===== config.mk =====
export PLATFORM = sky130hd
export DESIGN_NAME = day_night_exposure_switch_flat
export DESIGN_NICKNAME = d
export VERILOG_FILES = /design/src/design/dnes_pkg.sv /design/src/design/dnes_if.sv /design/src/design/dnes_jitter.sv /design/src/design/dnes_mode.sv /design/src/design/day_night_exposure_switch.sv /design/src/flat_wrapper.sv
export SDC_FILE = /design/constraint.sdc
export NUM_CORES = 1
export LEC_CHECK = 0
export BUFFER_PORTS_ARGS = -buffer_cell sky130_fd_sc_hd__buf_2
export CAP_MARGIN = 20
export CORE_MARGIN = 4
export CORE_UTILIZATION = 52
export CTS_CLUSTER_DIAMETER = 120
export DETAILED_ROUTE_END_ITERATION = 6
export GPL_ROUTABILITY_DRIVEN = 1
export HOLD_SLACK_MARGIN = 0.08
export PLACE_DENSITY = 0.7
export RECOVER_POWER = 25
export SYNTH_ARGS = -nofsm -noshare
export SYNTH_HDL_FRONTEND = slang
export SYNTH_SLANG_ARGS = --single-unit

===== constraint.sdc =====
create_clock -name clk -period 22.4 [get_ports clk]
set_input_delay 4.48 -clock clk [delete_from_list [all_inputs] [get_ports clk]]
set_output_delay 4.48 -clock clk [all_outputs]
set_load 0.005 [all_outputs]

===== src/design/dnes_pkg.sv =====
package dnes_pkg;

  localparam int ExpW     = 24;
  localparam int ToneW    = 8;
  localparam int TempW    = 16;
  localparam int JitW     = 7;
  localparam int DwellW   = 9;
  localparam int HoldW    = 8;
  localparam int CfgIdxW  = 3;
  localparam int CfgDataW = 24;
  localparam int ScaleW   = ExpW + 7;
  localparam int BoundW   = ExpW + JitW + 1;

  localparam logic [6:0]        JitterScale        = 7'd100;
  localparam logic [HoldW-1:0]  HOLD_TICKS_DEFAULT = 8'd3;
  localparam logic [DwellW-1:0] DWELL_MAX          = '1;

  typedef enum logic [2:0] {
    EV_STEADY   = 3'd0,
    EV_JITTER   = 3'd1,
    EV_HOLDOFF  = 3'd2,
    EV_TO_NIGHT = 3'd3,
    EV_DAY_ONE  = 3'd4,
    EV_DAY_TWO  = 3'd5
  } event_t;

  typedef enum logic [CfgIdxW-1:0] {
    REG_JITTER_TOL     = 3'd0,
    REG_NIGHT_EXPOSURE = 3'd1,
    REG_DAY_EXPOSURE   = 3'd2,
    REG_DAY_TONE       = 3'd3,
    REG_DAY_DWELL      = 3'd4,
    REG_WARM_TEMP      = 3'd5,
    REG_WARM_TONE      = 3'd6,
    REG_WARM_DWELL     = 3'd7
  } cfg_reg_t;

  typedef enum logic {
    MODE_DAY   = 1'b0,
    MODE_NIGHT = 1'b1
  } mode_t;

  typedef struct packed {
    logic [JitW-1:0]  jitter_tol;
    logic [ExpW-1:0]  night_exposure_limit;
    logic [ExpW-1:0]  day_exposure_limit;
    logic [ToneW-1:0] day_tone_limit;
    logic [7:0]       day_dwell_limit;
    logic [TempW-1:0] warm_temp_limit;
    logic [ToneW-1:0] warm_tone_limit;
    logic [7:0]       warm_dwell_limit;
  } cfg_t;

  localparam cfg_t CFG_RESET = '{
    jitter_tol:           7'd3,
    night_exposure_limit: 24'd1200000,
    day_exposure_limit:   24'd930000,
    day_tone_limit:       8'd14,
    day_dwell_limit:      8'd10,
    warm_temp_limit:      16'd3000,
    warm_tone_limit:      8'd17,
    warm_dwell_limit:     8'd8
  };

  typedef struct packed {
    logic [ExpW-1:0]  exposure;
    logic [ToneW-1:0] tone_strength;
    logic [TempW-1:0] color_temp;
    logic             jitter;
  } sample_t;

  typedef struct packed {
    logic   night_mode;
    logic   mode_changed;
    event_t event_code;
  } result_t;

endpackage


===== src/design/dnes_if.sv =====
interface dnes_sample_if import dnes_pkg::*; ();
  logic             valid;
  logic             ready;
  logic [ExpW-1:0]  exposure;
  logic [ToneW-1:0] tone_strength;
  logic [TempW-1:0] color_temp;

  modport source (output valid, output exposure, output tone_strength, output color_temp,
                  input ready);
  modport sink (input valid, input exposure, input tone_strength, input color_temp,
                output ready);
endinterface

interface dnes_result_if import dnes_pkg::*; ();
  logic       valid;
  logic       ready;
  logic       night_mode;
  logic       mode_changed;
  logic [2:0] event_code;

  modport source (output valid, output night_mode, output mode_changed, output event_code,
                  input ready);
  modport sink (input valid, input night_mode, input mode_changed, input event_code,
                output ready);
endinterface


===== src/design/dnes_jitter.sv =====
module dnes_jitter import dnes_pkg::*; (
  input  logic [ExpW-1:0] exposure,
  input  logic [ExpW-1:0] previous,
  input  logic [JitW-1:0] jitter_tol,
  output logic            jitter
);

  logic [ExpW-1:0]   delta;
  logic [JitW:0]     percent_plus;
  logic [ScaleW-1:0] scaled_delta;
  logic [BoundW-1:0] bound;

  assign delta        = (exposure >= previous) ? exposure - previous : previous - exposure;
  assign percent_plus = {1'b0, jitter_tol} + {{JitW{1'b0}}, 1'b1};
  assign scaled_delta = ScaleW'(delta) * ScaleW'(JitterScale);
  assign bound        = BoundW'(percent_plus) * BoundW'(exposure);

  assign jitter = (delta != '0) && (BoundW'(scaled_delta) >= bound);

endmodule


===== src/design/dnes_mode.sv =====
module dnes_mode import dnes_pkg::*; #(
  parameter logic [HoldW-1:0] HOLD_TICKS = HOLD_TICKS_DEFAULT
) (
  input  logic    clk,
  input  logic    rst,
  input  logic    step,
  input  sample_t smp,
  input  cfg_t    cfg,
  output result_t res
);

  mode_t              mode;
  mode_t              mode_next;
  logic [HoldW-1:0]   holdoff;
  logic [HoldW-1:0]   holdoff_next;
  logic [DwellW-1:0]  dwell_one;
  logic [DwellW-1:0]  dwell_one_next;
  logic [DwellW-1:0]  dwell_two;
  logic [DwellW-1:0]  dwell_two_next;
  logic [DwellW-1:0]  one_inc;
  logic [DwellW-1:0]  two_inc;
  logic               quiet;
  logic               to_night;
  logic               rule_one;
  logic               rule_two;
  logic               fire_one;
  logic               fire_two;
  event_t             event_code;

  assign one_inc  = (dwell_one == DWELL_MAX) ? dwell_one : dwell_one + 1'b1;
  assign two_inc  = (dwell_two == DWELL_MAX) ? dwell_two : dwell_two + 1'b1;
  assign quiet    = !smp.jitter && (holdoff == '0);
  assign to_night = quiet && (mode == MODE_DAY) &&
                    (smp.exposure > cfg.night_exposure_limit);
  assign rule_one = (mode == MODE_NIGHT) && (smp.exposure < cfg.day_exposure_limit) &&
                    (smp.tone_strength < cfg.day_tone_limit);
  assign rule_two = (mode == MODE_NIGHT) && (smp.color_temp < cfg.warm_temp_limit) &&
                    (smp.tone_strength > cfg.warm_tone_limit);
  assign fire_one = quiet && rule_one && (one_inc > {1'b0, cfg.day_dwell_limit});
  assign fire_two = quiet && !fire_one && rule_two &&
                    (two_inc > {1'b0, cfg.warm_dwell_limit});

  always_comb begin
    mode_next = mode;
    case (mode)
      MODE_DAY: begin
        if (to_night) begin
          mode_next = MODE_NIGHT;
        end
      end
      MODE_NIGHT: begin
        if (fire_one || fire_two) begin
          mode_next = MODE_DAY;
        end
      end
      default: mode_next = MODE_DAY;
    endcase
  end

  always_comb begin
    holdoff_next   = holdoff;
    dwell_one_next = dwell_one;
    dwell_two_next = dwell_two;
    event_code     = EV_STEADY;
    if (smp.jitter) begin
      dwell_one_next = '0;
      dwell_two_next = '0;
      event_code     = EV_JITTER;
    end else if (holdoff != '0) begin
      holdoff_next = holdoff - 1'b1;
      event_code   = EV_HOLDOFF;
    end else if (to_night) begin
      dwell_one_next = '0;
      dwell_two_next = '0;
      holdoff_next   = HOLD_TICKS;
      event_code     = EV_TO_NIGHT;
    end else begin
      dwell_one_next = rule_one ? one_inc : '0;
      if (fire_one) begin
        holdoff_next = HOLD_TICKS;
        event_code   = EV_DAY_ONE;
      end else begin
        dwell_two_next = rule_two ? two_inc : '0;
        if (fire_two) begin
          holdoff_next = HOLD_TICKS;
          event_code   = EV_DAY_TWO;
        end
      end
    end
  end

  assign res.night_mode   = (mode_next == MODE_NIGHT);
  assign res.mode_changed = (mode_next != mode);
  assign res.event_code   = event_code;

  always_ff @(posedge clk) begin
    if (rst) begin
      mode      <= MODE_DAY;
      holdoff   <= HOLD_TICKS;
      dwell_one <= '0;
      dwell_two <= '0;
    end else if (step) begin
      mode      <= mode_next;
      holdoff   <= holdoff_next;
      dwell_one <= dwell_one_next;
      dwell_two <= dwell_two_next;
    end
  end

endmodule


===== src/design/day_night_exposure_switch.sv =====
// Channel   Direction  Payload                                  Handshake
// sample    in         exposure, tone_strength, color_temp      valid/ready
// result    out        night_mode, mode_changed, event_code     valid/ready
// cfg       in         cfg_index, cfg_data                      cfg_write
//
// A transaction is accepted every cycle that sample.ready is high; its result is registered.
// The sample sits in an input register, and the jitter test and the mode update are
// combinational between it and the result register.
// Reset is synchronous and clears all control state, but not the sample and result data.
// A stall holds the result and any full input; sample.ready falls only when both are full.
module day_night_exposure_switch import dnes_pkg::*; #(
  parameter logic [HoldW-1:0] HOLD_TICKS = HOLD_TICKS_DEFAULT
) (
  input  logic                clk,
  input  logic                rst,
  dnes_sample_if.sink         sample,
  dnes_result_if.source       result,
  input  logic                cfg_write,
  input  logic [CfgIdxW-1:0]  cfg_index,
  input  logic [CfgDataW-1:0] cfg_data
);

  cfg_t             cfg;
  logic             s1_valid;
  logic             s1_en;
  logic [ExpW-1:0]  s1_exposure;
  logic [ToneW-1:0] s1_tone;
  logic [TempW-1:0] s1_temp;
  logic [ExpW-1:0]  s1_previous;
  logic [ExpW-1:0]  previous_exposure;
  logic             s1_jitter;
  logic             out_valid;
  logic             out_en;
  result_t          out_result;
  result_t          res_next;
  sample_t          smp;

  always_ff @(posedge clk) begin
    if (rst) begin
      cfg <= CFG_RESET;
    end else if (cfg_write) begin
      case (cfg_reg_t'(cfg_index))
        REG_JITTER_TOL:     cfg.jitter_tol           <= cfg_data[JitW-1:0];
        REG_NIGHT_EXPOSURE: cfg.night_exposure_limit <= cfg_data[ExpW-1:0];
        REG_DAY_EXPOSURE:   cfg.day_exposure_limit   <= cfg_data[ExpW-1:0];
        REG_DAY_TONE:       cfg.day_tone_limit       <= cfg_data[ToneW-1:0];
        REG_DAY_DWELL:      cfg.day_dwell_limit      <= cfg_data[7:0];
        REG_WARM_TEMP:      cfg.warm_temp_limit      <= cfg_data[TempW-1:0];
        REG_WARM_TONE:      cfg.warm_tone_limit      <= cfg_data[ToneW-1:0];
        REG_WARM_DWELL:     cfg.warm_dwell_limit     <= cfg_data[7:0];
        default: ;
      endcase
    end
  end

  assign out_en       = !out_valid || result.ready;
  assign s1_en        = !s1_valid || out_en;
  assign sample.ready = s1_en;

  always_ff @(posedge clk) begin
    if (rst) begin
      s1_valid          <= 1'b0;
      out_valid         <= 1'b0;
      previous_exposure <= '0;
    end else begin
      if (s1_en) begin
        s1_valid <= sample.valid;
        if (sample.valid) begin
          previous_exposure <= sample.exposure;
        end
      end
      if (out_en) begin
        out_valid <= s1_valid;
      end
    end
  end

  always_ff @(posedge clk) begin
    if (s1_en && sample.valid) begin
      s1_exposure <= sample.exposure;
      s1_tone     <= sample.tone_strength;
      s1_temp     <= sample.color_temp;
      s1_previous <= previous_exposure;
    end
    if (out_en && s1_valid) begin
      out_result <= res_next;
    end
  end

  dnes_jitter u_jitter (
    .exposure   (s1_exposure),
    .previous   (s1_previous),
    .jitter_tol (cfg.jitter_tol),
    .jitter     (s1_jitter)
  );

  assign smp.exposure      = s1_exposure;
  assign smp.tone_strength = s1_tone;
  assign smp.color_temp    = s1_temp;
  assign smp.jitter        = s1_jitter;

  dnes_mode #(
    .HOLD_TICKS (HOLD_TICKS)
  ) u_mode (
    .clk  (clk),
    .rst  (rst),
    .step (s1_valid && out_en),
    .smp  (smp),
    .cfg  (cfg),
    .res  (res_next)
  );

  assign result.valid        = out_valid;
  assign result.night_mode   = out_result.night_mode;
  assign result.mode_changed = out_result.mode_changed;
  assign result.event_code   = out_result.event_code;

endmodule


===== src/flat_wrapper.sv =====
// flat-port wrapper written by rule: the top's interface ports become plain ports
module day_night_exposure_switch_flat import dnes_pkg::*;
#(
  parameter logic [HoldW-1:0] HOLD_TICKS = HOLD_TICKS_DEFAULT
)
  (clk, rst, cfg_write, cfg_index, cfg_data, sample_valid, sample_exposure, sample_tone_strength, sample_color_temp, sample_ready, result_valid, result_night_mode, result_mode_changed, result_event_code, result_ready);
  dnes_sample_if sample_i ();
  dnes_result_if result_i ();
  input  logic clk;
  input  logic rst;
  input  logic cfg_write;
  input  logic [CfgIdxW-1:0] cfg_index;
  input  logic [CfgDataW-1:0] cfg_data;
  input wire logic [$bits(sample_i.valid)-1:0] sample_valid;
  input wire logic [$bits(sample_i.exposure)-1:0] sample_exposure;
  input wire logic [$bits(sample_i.tone_strength)-1:0] sample_tone_strength;
  input wire logic [$bits(sample_i.color_temp)-1:0] sample_color_temp;
  output wire logic [$bits(sample_i.ready)-1:0] sample_ready;
  output wire logic [$bits(result_i.valid)-1:0] result_valid;
  output wire logic [$bits(result_i.night_mode)-1:0] result_night_mode;
  output wire logic [$bits(result_i.mode_changed)-1:0] result_mode_changed;
  output wire logic [$bits(result_i.event_code)-1:0] result_event_code;
  input wire logic [$bits(result_i.ready)-1:0] result_ready;
  assign sample_i.valid = sample_valid;
  assign sample_i.exposure = sample_exposure;
  assign sample_i.tone_strength = sample_tone_strength;
  assign sample_i.color_temp = sample_color_temp;
  assign sample_ready = sample_i.ready;
  assign result_valid = result_i.valid;
  assign result_night_mode = result_i.night_mode;
  assign result_mode_changed = result_i.mode_changed;
  assign result_event_code = result_i.event_code;
  assign result_i.ready = result_ready;
  day_night_exposure_switch #(.HOLD_TICKS(HOLD_TICKS)) u_core (.clk(clk), .rst(rst), .sample(sample_i), .result(result_i), .cfg_write(cfg_write), .cfg_index(cfg_index), .cfg_data(cfg_data));
endmodule

==> qor.csv, run 1 <==
metric;value;unit
DIE HEIGHT;214.4;um
vias in the first global route;18174;
Die W;214.4;um
Met2 Routed Length;26790;um
clk buf depth;3;
Hold Crit Class;reg -> reg;
Seq pwr share;19.8;%
Synth Area in Compound Gates;14.87;%
Worst Tran Pin Value;1.075;ns
Syn Inst Count;2582;
CP Max Fanout;21;
multi-input combinational cell area;0.01485;mm^2
critical path data arrival time;10.43;ns
Period minus WS final;10.02;ns
share of cells above drive strength 1;5.705;%
run status;finished clean;
distinct cell type count after synthesis;76;
routed wire length;56320;um
initial core utilization;52.67;%
initial antenna violation count;4;
Synth Area in Simple Gates;15.97;%
main area contributors after synthesis;ha_1, dfxtp_1, fa_1;
Net Sw Frac;44.48;%
largest family of logic cells by synthesized area;adder cells;
asr flop ratio synth;0;%
I/O Buffers;86;
Clk network pwr share;16.2;%
Mapped Nets;3125;
TritonCTS clock tree;yes;
hold slack final;0.4243;ns
largest net degree at the start of global routing;73;
Routed WL per cell;17.67;um
fin crit share;44.72;%
Worst VDD drop;0.08799;mV
highest metal used;met5;
CORE AREA;0.04204;mm^2
Yosys reg bits;233;
GPL Wtd Cong;0.9272;
yosys warns;0;
Hold Buf Count CTS;0;
Rel. slew slack;28.34;%
flip-flop and latch area;0.005435;mm^2
Residual DRC;0;
IO Pins;87;
Post-Synthesis Cell Area;0.02214;mm^2
Initial DRC Count;1159;
htree depth;1;
CTS resizes;0;
mean area per synthesized cell;8.576;um^2
Pint;1.345;mW
skew final;0.01639;ns
Worst path slowest cell;o2111ai_1;
most common cell after layout, fill and taps aside;inv_1;
P_leak;11.10;nW
first-pass GRT wire length;93100;um
total CTS buffers;22;
CTS root buffer;clkbuf_16;
Seq/Total Area, Yosys;24.55;%
met1 wire length;24720;um
CP endpoint kind;flop;
worst path required time;22.81;ns
PwrDens;101.7;mW/mm^2
startpoint types;flop;
Area Overhead vs Synth;7.595;%
Comb pwr share;64.0;%
met3 wire len;3045;um
CP most frequent cell;ha_1;
Slew Viols, Final;0;
Layout fillers;3832;
vias per cell;5.574;
row count;75;
f_max;0.09982;GHz
share of the synthesized area in the top cell type;17.57;%
critical path's largest stage delay;0.73;ns
post-synthesis adder-cell area fraction;31.32;%
crit path kind;reg -> reg;
ANT nets after route;0;
Reg clk slew, reported paths;0.07;ns
hpwl dp;45110;um
final setup violation count;0;
Final Power;2.423;mW
Max Cap Viol;0;
RSZ-0062 raised after global routing;false;
Clock Sinks;233;
most frequent cells in the layout;inv_1, nand2_1, ha_1, a21oi_1, nor2_1;
post-synthesis mux area share;1.215;%
ys flop type;dfxtp_1;
Net Sw Power;1.078;mW
total setup buffers inserted after CTS;0;
total global routing overflow;0;
setup TNS;0;ns
Final Hold Vio Count;0;
Final nets;3174;
drt pass-1 iters;6;
Post-Synth XOR/XNOR Area;3.599;%
total track usage;24.36;%
via count;17764;
clk_lat worst skew;0.52;ns
number of flops mapped to enable cells by yosys;77;
dominant cell type by area after synthesis;ha_1;
die area;0.04595;mm^2
-- worst max-delay path: cells and delay by family (launching register included) --
kind,cells,cell delay [ns]
multiplexers,1,0.41
XOR/XNOR,3,0.50
adder cells (fa/ha/maj),6,2.14
AND/OR/NAND/NOR,8,1.74
AO/OA/AOI/OAI,15,4.56
flip-flops,1,0.55
-- cell type report --
class | count | share of cell area, %
well taps | 539 | 2.831
diodes | 1 | 0.01050
multi-input cells | 1851 | 62.31
flip-flops and latches | 233 | 22.81
clock buffers | 28 | 2.579
repair buffers | 101 | 2.206
clock inverters | 12 | 0.5935
inverters | 422 | 6.654
-- kinds of logic (layout without fill, tap and decap cells) --
kind of cell    count (synthesis)  after routing
xor+xnor                       91             91
mux                            26             26
buf+inv                       498            563
flops                         233            233
compound gates                507            507
simple gates                  764            764
other cells                     0              1
fa+ha+maj                     463            463
-- cell usage after synthesis (4+ instances only) --
master	count
o2111ai_1	4
edfxtp_1	77
nand4_1	31
nand2b_1	49
o211a_1	5
nor2b_1	21
nand2_1	326
o21ai_0	65
a21o_1	72
buf_1	5
or4_1	5
or2_2	10
and2_1	53
fa_1	152
o211ai_1	38
nor4_1	9
a21boi_0	5
a31o_2	4
a21oi_1	176
nor2_1	164
nor3_1	22
o21a_1	30
a22o_1	9
nand3_1	32
and3_1	16
o41ai_1	4
or3_1	12
inv_1	419
a211oi_1	12
a31oi_1	13
o21ai_1	4
o22ai_1	5
a211o_1	4
o31ai_1	6
o21bai_1	13
a221oi_1	4
clkbuf_1	67
ha_1	311
mux2i_1	22
xor2_1	36
dfxtp_1	156
xnor2_1	55
nand3b_1	4
-- power groups by stage --
stage / Sequential [mW] / Clock (mW) / Combinational, mW
final: 0.480 / 0.393 / 1.55
after global routing: 0.482 / 0.418 / 1.78
after CTS: 0.480 / 0.399 / 1.55
after detailed placement: 0.490 / 0 / 1.54
after global placement: 0.489 / 0 / 1.48
after floorplan: 0.482 / 0 / 1.18
-- per-layer routing --
layer | vias to the layer above | GRT usage (%)
met3 | 100 | 2.877
met4 | 6 | 7.132
met2 | 505 | 42.18
met1 | 8479 | 32.25
li1 | 8674 | -
met5 | - | 0
-- flip-flops by register name (all words and copies together) (netlist names), 3 cells and up --
name / cells
u_core.s1_previous: 24
u_core.u_mode.holdoff: 8
u_core.result.event_code: 3
u_core.u_mode.dwell_one: 9
u_core.previous_exposure: 24
u_core.s1_exposure: 24
u_core.u_mode.dwell_two: 9
u_core.cfg: 103
u_core.s1_temp: 16
u_core.s1_tone: 8
-- final timing paths --
| check | startpoint | slack [ns] | end | cells past startpoint |
|---|---|---|---|---|
| max | u_core.s1_exposure[13] | 12.38 | u_core.u_mode.dwell_one[8] | 33 |
| min | u_core.previous_exposure[5] | 0.42 | u_core.s1_previous[5] | 0 |
| min reg2reg | u_core.previous_exposure[5] | 0.42 | u_core.s1_previous[5] | 0 |
| max reg2reg | u_core.s1_exposure[13] | 12.38 | u_core.u_mode.dwell_one[8] | 33 |
-- through the flow --
stage,instances,setup slack [ns],cell area (um^2),utilization [%]
after CTS,3185,12.39,23830,56.69
after global routing,3186,11.57,23820,56.66
final,3187,12.38,23820,56.67
after floorplan,2582,13.17,22140,-
after global placement,3145,12.69,23080,54.90
after detailed placement,3145,12.40,23080,54.90
No activity file was read; power rests on OpenSTA's default activity.
==> run 2, diff against run 1 <==
==> constraint.sdc (replaced) <==
create_clock -name clk -period 9.8 [get_ports clk]
set_input_delay 1.96 -clock clk [delete_from_list [all_inputs] [get_ports clk]]
set_output_delay 1.96 -clock clk [all_outputs]
set_load 0.005 [all_outputs]
==> qor.csv, run 2 (synthesized netlist as in run 1, its figures left out) <==
metric;value;unit
gr busiest metal;met2;
Period minus WS final;9.106;ns
met3 GRT Util;3.231;%
initial antenna violation count;3;
Residual DRC;0;
largest net degree at the start of global routing;89;
Largest Register;u_core.cfg;
f_max;0.1098;GHz
P_leak;11.17;nW
startpoint types;flop;
Routed WL per cell;17.70;um
I/O Buffers;86;
CTS root buffer;clkbuf_16;
critical path's largest stage delay;0.59;ns
Bufs and invs on worst path;5;
Initial DRC Count;1092;
IO Pins;87;
CP endpoint kind;flop;
run status;finished clean;
hpwl dp;45900;um
Net Sw Power;2.420;mW
Antenna Cells;0;
Final Hold Vio Count;0;
initial core utilization;52.67;%
Top delay family on crit path;compound AO/OA/AOI/OAI gates;
drt pass-1 iters;5;
final design utilization;56.88;%
first-pass GRT wire length;93270;um
Rel. slew slack;29.42;%
Final nets;3193;
total track usage;24.46;%
worst path required time;10.22;ns
Worst path slowest cell;or4_4;
GR Layer Usage met1;32.29;%
via count;17750;
vias in the first global route;18420;
Pint;3.045;mW
Seq pwr share;19.9;%
share of cells above drive strength 1;6.227;%
vias per cell;5.538;
Comb pwr share;64.4;%
Reg clk slew, reported paths;0.07;ns
GRT met2 Usage;41.54;%
critical path data arrival time;9.53;ns
Area Overhead vs Synth;8.001;%
final setup violation count;0;
PwrDens;228.5;mW/mm^2
TritonCTS clock tree;yes;
max reg flops;103;
GPL Wtd Cong;0.9650;
Hold Crit Class;reg -> reg;
routed wire length;56720;um
CP Max Fanout;16;
Clock Sinks;233;
crit path kind;reg -> reg;
Hold Buf Count CTS;0;
CP most frequent cell;ha_1;
skew final;0.01767;ns
most common cell after layout, fill and taps aside;inv_1;
fin crit share;92.91;%
Die W;214.4;um
Slew Viols, Final;0;
clk_lat worst skew;0.52;ns
RSZ-0062 raised after global routing;false;
setup TNS;0;ns
DIE HEIGHT;214.4;um
most frequent cells in the layout;inv_1, nand2_1, ha_1, a21oi_1, nor2_1;
total CTS buffers;23;
Net Sw Frac;44.28;%
ANT nets after route;0;
die area;0.04595;mm^2
CORE AREA;0.04204;mm^2
Worst Tran Pin Value;1.059;ns
row count;75;
htree depth;1;
total global routing overflow;0;
Max Cap Viol;0;
clk buf depth;3;
Worst VDD drop;0.1878;mV
Clk network pwr share;15.7;%
run 2: changes by cell type in the layout (fill, tap and decap cells not counted), moves of 2 or more:
cell        change
bufinv_16       -2
clkinvlp_4      -2
o311ai_0        -2
buf_2           -3
buf_4          +19
clkbuf_1        +6
o311ai_1        +2
run 2: area by class of cell:
cell class	instances	area, um^2
Sequential cell	233	5435
Inverter	422	1585
Multi-Input combinational cell	1851	14850
Clock buffer	32	639.4
Timing Repair Buffer	119	653.1
Tap cell	539	674.4
Fill cell	3838	18130
Clock inverter	9	75.07
run 2: worst paths after layout:
path	from	slack, ns	cells after the start	end
min reg2reg	u_core.previous_exposure[18]	0.43	0	u_core.s1_previous[18]
max reg2reg	u_core.s1_exposure[0]	0.69	38	u_core.u_mode.holdoff[0]
max	u_core.s1_exposure[0]	0.69	38	u_core.u_mode.holdoff[0]
min	u_core.previous_exposure[18]	0.43	0	u_core.s1_previous[18]
run 2: timing repair:
action,4_1_cts,5_1_grt
gates resized for setup,0,4
endpoints found under the setup margin,0,22
setup buffers,0,0
run 2: power by group through the flow:
| stage | Clock [mW] | Sequential [mW] | Combinational [mW] |
|---|---|---|---|
| 6_report | 0.856 | 1.09 | 3.52 |
| 5_1_grt | 0.906 | 1.09 | 4.03 |
| 4_1_cts | 0.871 | 1.09 | 3.52 |
| 3_5_place_dp | 0 | 1.11 | 3.49 |
| 3_3_place_gp | 0 | 1.11 | 3.38 |
| 2_1_floorplan | 0 | 1.10 | 2.70 |
run 2: per-stage QoR:
step	worst slack, ns	power, mW	hold slack (ns)	instances	instance area (um^2)
global route	0.04332	6.035	0.4338	3205	23910
global placement	0.8020	4.488	0.4120	3164	23220
finish	0.6944	5.464	0.4292	3205	23910
floorplan	1.736	3.799	0.4081	2582	22140
CTS	0.5241	5.482	0.4281	3205	23930
detailed placement	0.5869	4.598	0.4139	3164	23220
run 2: routing by layer:
metal | share of wire, % | vias to the layer above
met5 | 0.060 | -
met4 | 3.8 | 6
met3 | 5.1 | 106
met2 | 47 | 471
met1 | 44 | 8463
li1 | - | 8704
==> run 3, diff against run 2 <==
--- a/config.mk
+++ b/config.mk
@@ -5,15 +5,15 @@
 export SDC_FILE = /design/constraint.sdc
 export NUM_CORES = 1
 export LEC_CHECK = 0
-export BUFFER_PORTS_ARGS = -buffer_cell sky130_fd_sc_hd__buf_2
 export CAP_MARGIN = 20
 export CORE_MARGIN = 4
 export CORE_UTILIZATION = 52
 export CTS_CLUSTER_DIAMETER = 120
 export DETAILED_ROUTE_END_ITERATION = 6
+export DONT_BUFFER_PORTS = 1
 export GPL_ROUTABILITY_DRIVEN = 1
 export HOLD_SLACK_MARGIN = 0.08
-export PLACE_DENSITY = 0.7
+export PLACE_DENSITY = 0.68
 export RECOVER_POWER = 25
 export SYNTH_ARGS = -nofsm -noshare
 export SYNTH_HDL_FRONTEND = slang
==> qor.csv, run 3 (synthesized netlist as in run 1, its figures left out) <==
metric;value;unit
run status;finished clean;
total CTS buffers;24;
CP most frequent cell;ha_1;
fin crit share;94.54;%
R2R Path Start;u_core.s1_exposure[13];
Period minus WS final;9.265;ns
skew final;0.01334;ns
Max Cap Viol;0;
IO Pins;87;
hold slack final;0.4241;ns
vias per cell;5.604;
critical path data arrival time;9.69;ns
most frequent cells in the layout;inv_1, nand2_1, ha_1, a21oi_1, nor2_1;
worst path required time;10.23;ns
Final nets;3109;
share of cells above drive strength 1;4.257;%
TritonCTS clock tree;yes;
most common cell after layout, fill and taps aside;inv_1;
hpwl dp;45060;um
Largest Register;u_core.cfg;
multi-input combinational cell area;0.01485;mm^2
flip-flop and latch area;0.005435;mm^2
CP endpoint kind;flop;
via count;17501;
Area Overhead vs Synth;6.736;%
Slew Viols, Final;0;
hold wc startpoint;u_core.previous_exposure[23];
Residual DRC;0;
Antenna Cells;0;
Rel. slew slack;27.16;%
total track usage;24.13;%
CTS root buffer;clkbuf_16;
Hold Crit Class;reg -> reg;
setup TNS;0;ns
htree depth;1;
Worst Tran Pin Value;1.090;ns
final instance area;0.02363;mm^2
Worst VDD drop;0.1768;mV
GPL Wtd Cong;0.9448;
Final Hold Vio Count;0;
Die W;214.4;um
final setup violation count;0;
die area;0.04595;mm^2
Hold Buf Count CTS;0;
ANT nets after route;0;
PwrDens;234.3;mW/mm^2
total global routing overflow;0;
Routed WL per cell;18.00;um
Layout fillers;3745;
clk_lat worst skew;0.53;ns
max reg flops;103;
total setup buffers inserted after CTS;0;
crit path kind;reg -> reg;
routed wire length;56220;um
row count;75;
Reg clk slew, reported paths;0.07;ns
CP Max Fanout;16;
DIE HEIGHT;214.4;um
largest net degree at the start of global routing;106;
P_leak;10.94;nW
Clock Sinks;233;
Worst path slowest cell;o211ai_1;
startpoint types;flop;
initial core utilization;52.67;%
first-pass GRT wire length;91720;um
f_max;0.1079;GHz
critical path's largest stage delay;0.56;ns
drt pass-1 iters;5;
initial antenna violation count;0;
Area after DPL;0.02278;mm^2
Initial DRC Count;919;
vias in the first global route;17776;
CORE AREA;0.04204;mm^2
I/O Buffers;0;
clk buf depth;3;
crit path launch;u_core.s1_exposure[13];
run 3: cell types whose count changed in the layout (fill, tap and decap cells not counted), sizes merged:
| cell | delta |
|---|---|
| inv | -1 |
| clkbuf | -21 |
| clkinvlp | +2 |
| buf | -64 |
| clkinv | +2 |
run 3: layout make-up:
type,count,share of cell area (%)
well taps,539,2.854
clock buffers,32,3.065
inverters,422,6.708
repair buffers,34,1.080
multi-input cells,1851,62.84
flip-flops and latches,233,23.00
clock inverters,12,0.4606
run 3: critical path: cells and delay by family (launching register included):
kind | cells | cell delay [ns]
AOI/OAI and AO/OA | 14 | 3.62
adders and majority gates | 6 | 2.31
and+or+nand+nor | 7 | 1.53
DFF | 1 | 0.53
xor gates and xnor gates | 2 | 0.45
muxes | 1 | 0.37
buffers and inverters | 3 | 0.36
run 3: layer usage:
| layer | track usage (%) | up-vias | part of all wire, % |
|---|---|---|---|
| met5 | 0 | - | 0 |
| met4 | 6.462 | 0 | 2.5 |
| met3 | 3.330 | 87 | 5.8 |
| met2 | 42.16 | 436 | 48 |
| met1 | 31.57 | 8433 | 44 |
| li1 | - | 8545 | - |
run 3: final timing paths:
kind	to	slack, ns	cells past startpoint
setup / recovery	u_core.u_mode.holdoff[0]	0.53	33
hold reg to reg	u_core.s1_previous[23]	0.42	0
hold / removal	u_core.s1_previous[23]	0.42	0
setup reg to reg	u_core.u_mode.holdoff[0]	0.53	33
run 3: report_power, final:
group,switching [mW],total (mW),internal (mW)
registers,0.0332,1.09,1.06
clock network,0.401,0.953,0.552
logic,2.00,3.49,1.49
run 3: repair_timing:
action	in CTS	in global routing
hold endpoints to repair	0	0
gates resized for setup	0	5
setup endpoints to repair	0	19
run 3: metrics by stage:
stage | util, % | total power [mW] | setup slack, ns | cells
after floorplan | - | 3.799 | 1.736 | 2582
after global placement | 54.18 | 4.444 | 0.7953 | 3078
after detailed placement | 54.18 | 4.553 | 0.4769 | 3078
after CTS | 56.16 | 5.531 | 0.4484 | 3122
after global routing | 56.22 | 6.119 | -0.03057 | 3123
final | 56.22 | 5.538 | 0.5347 | 3123
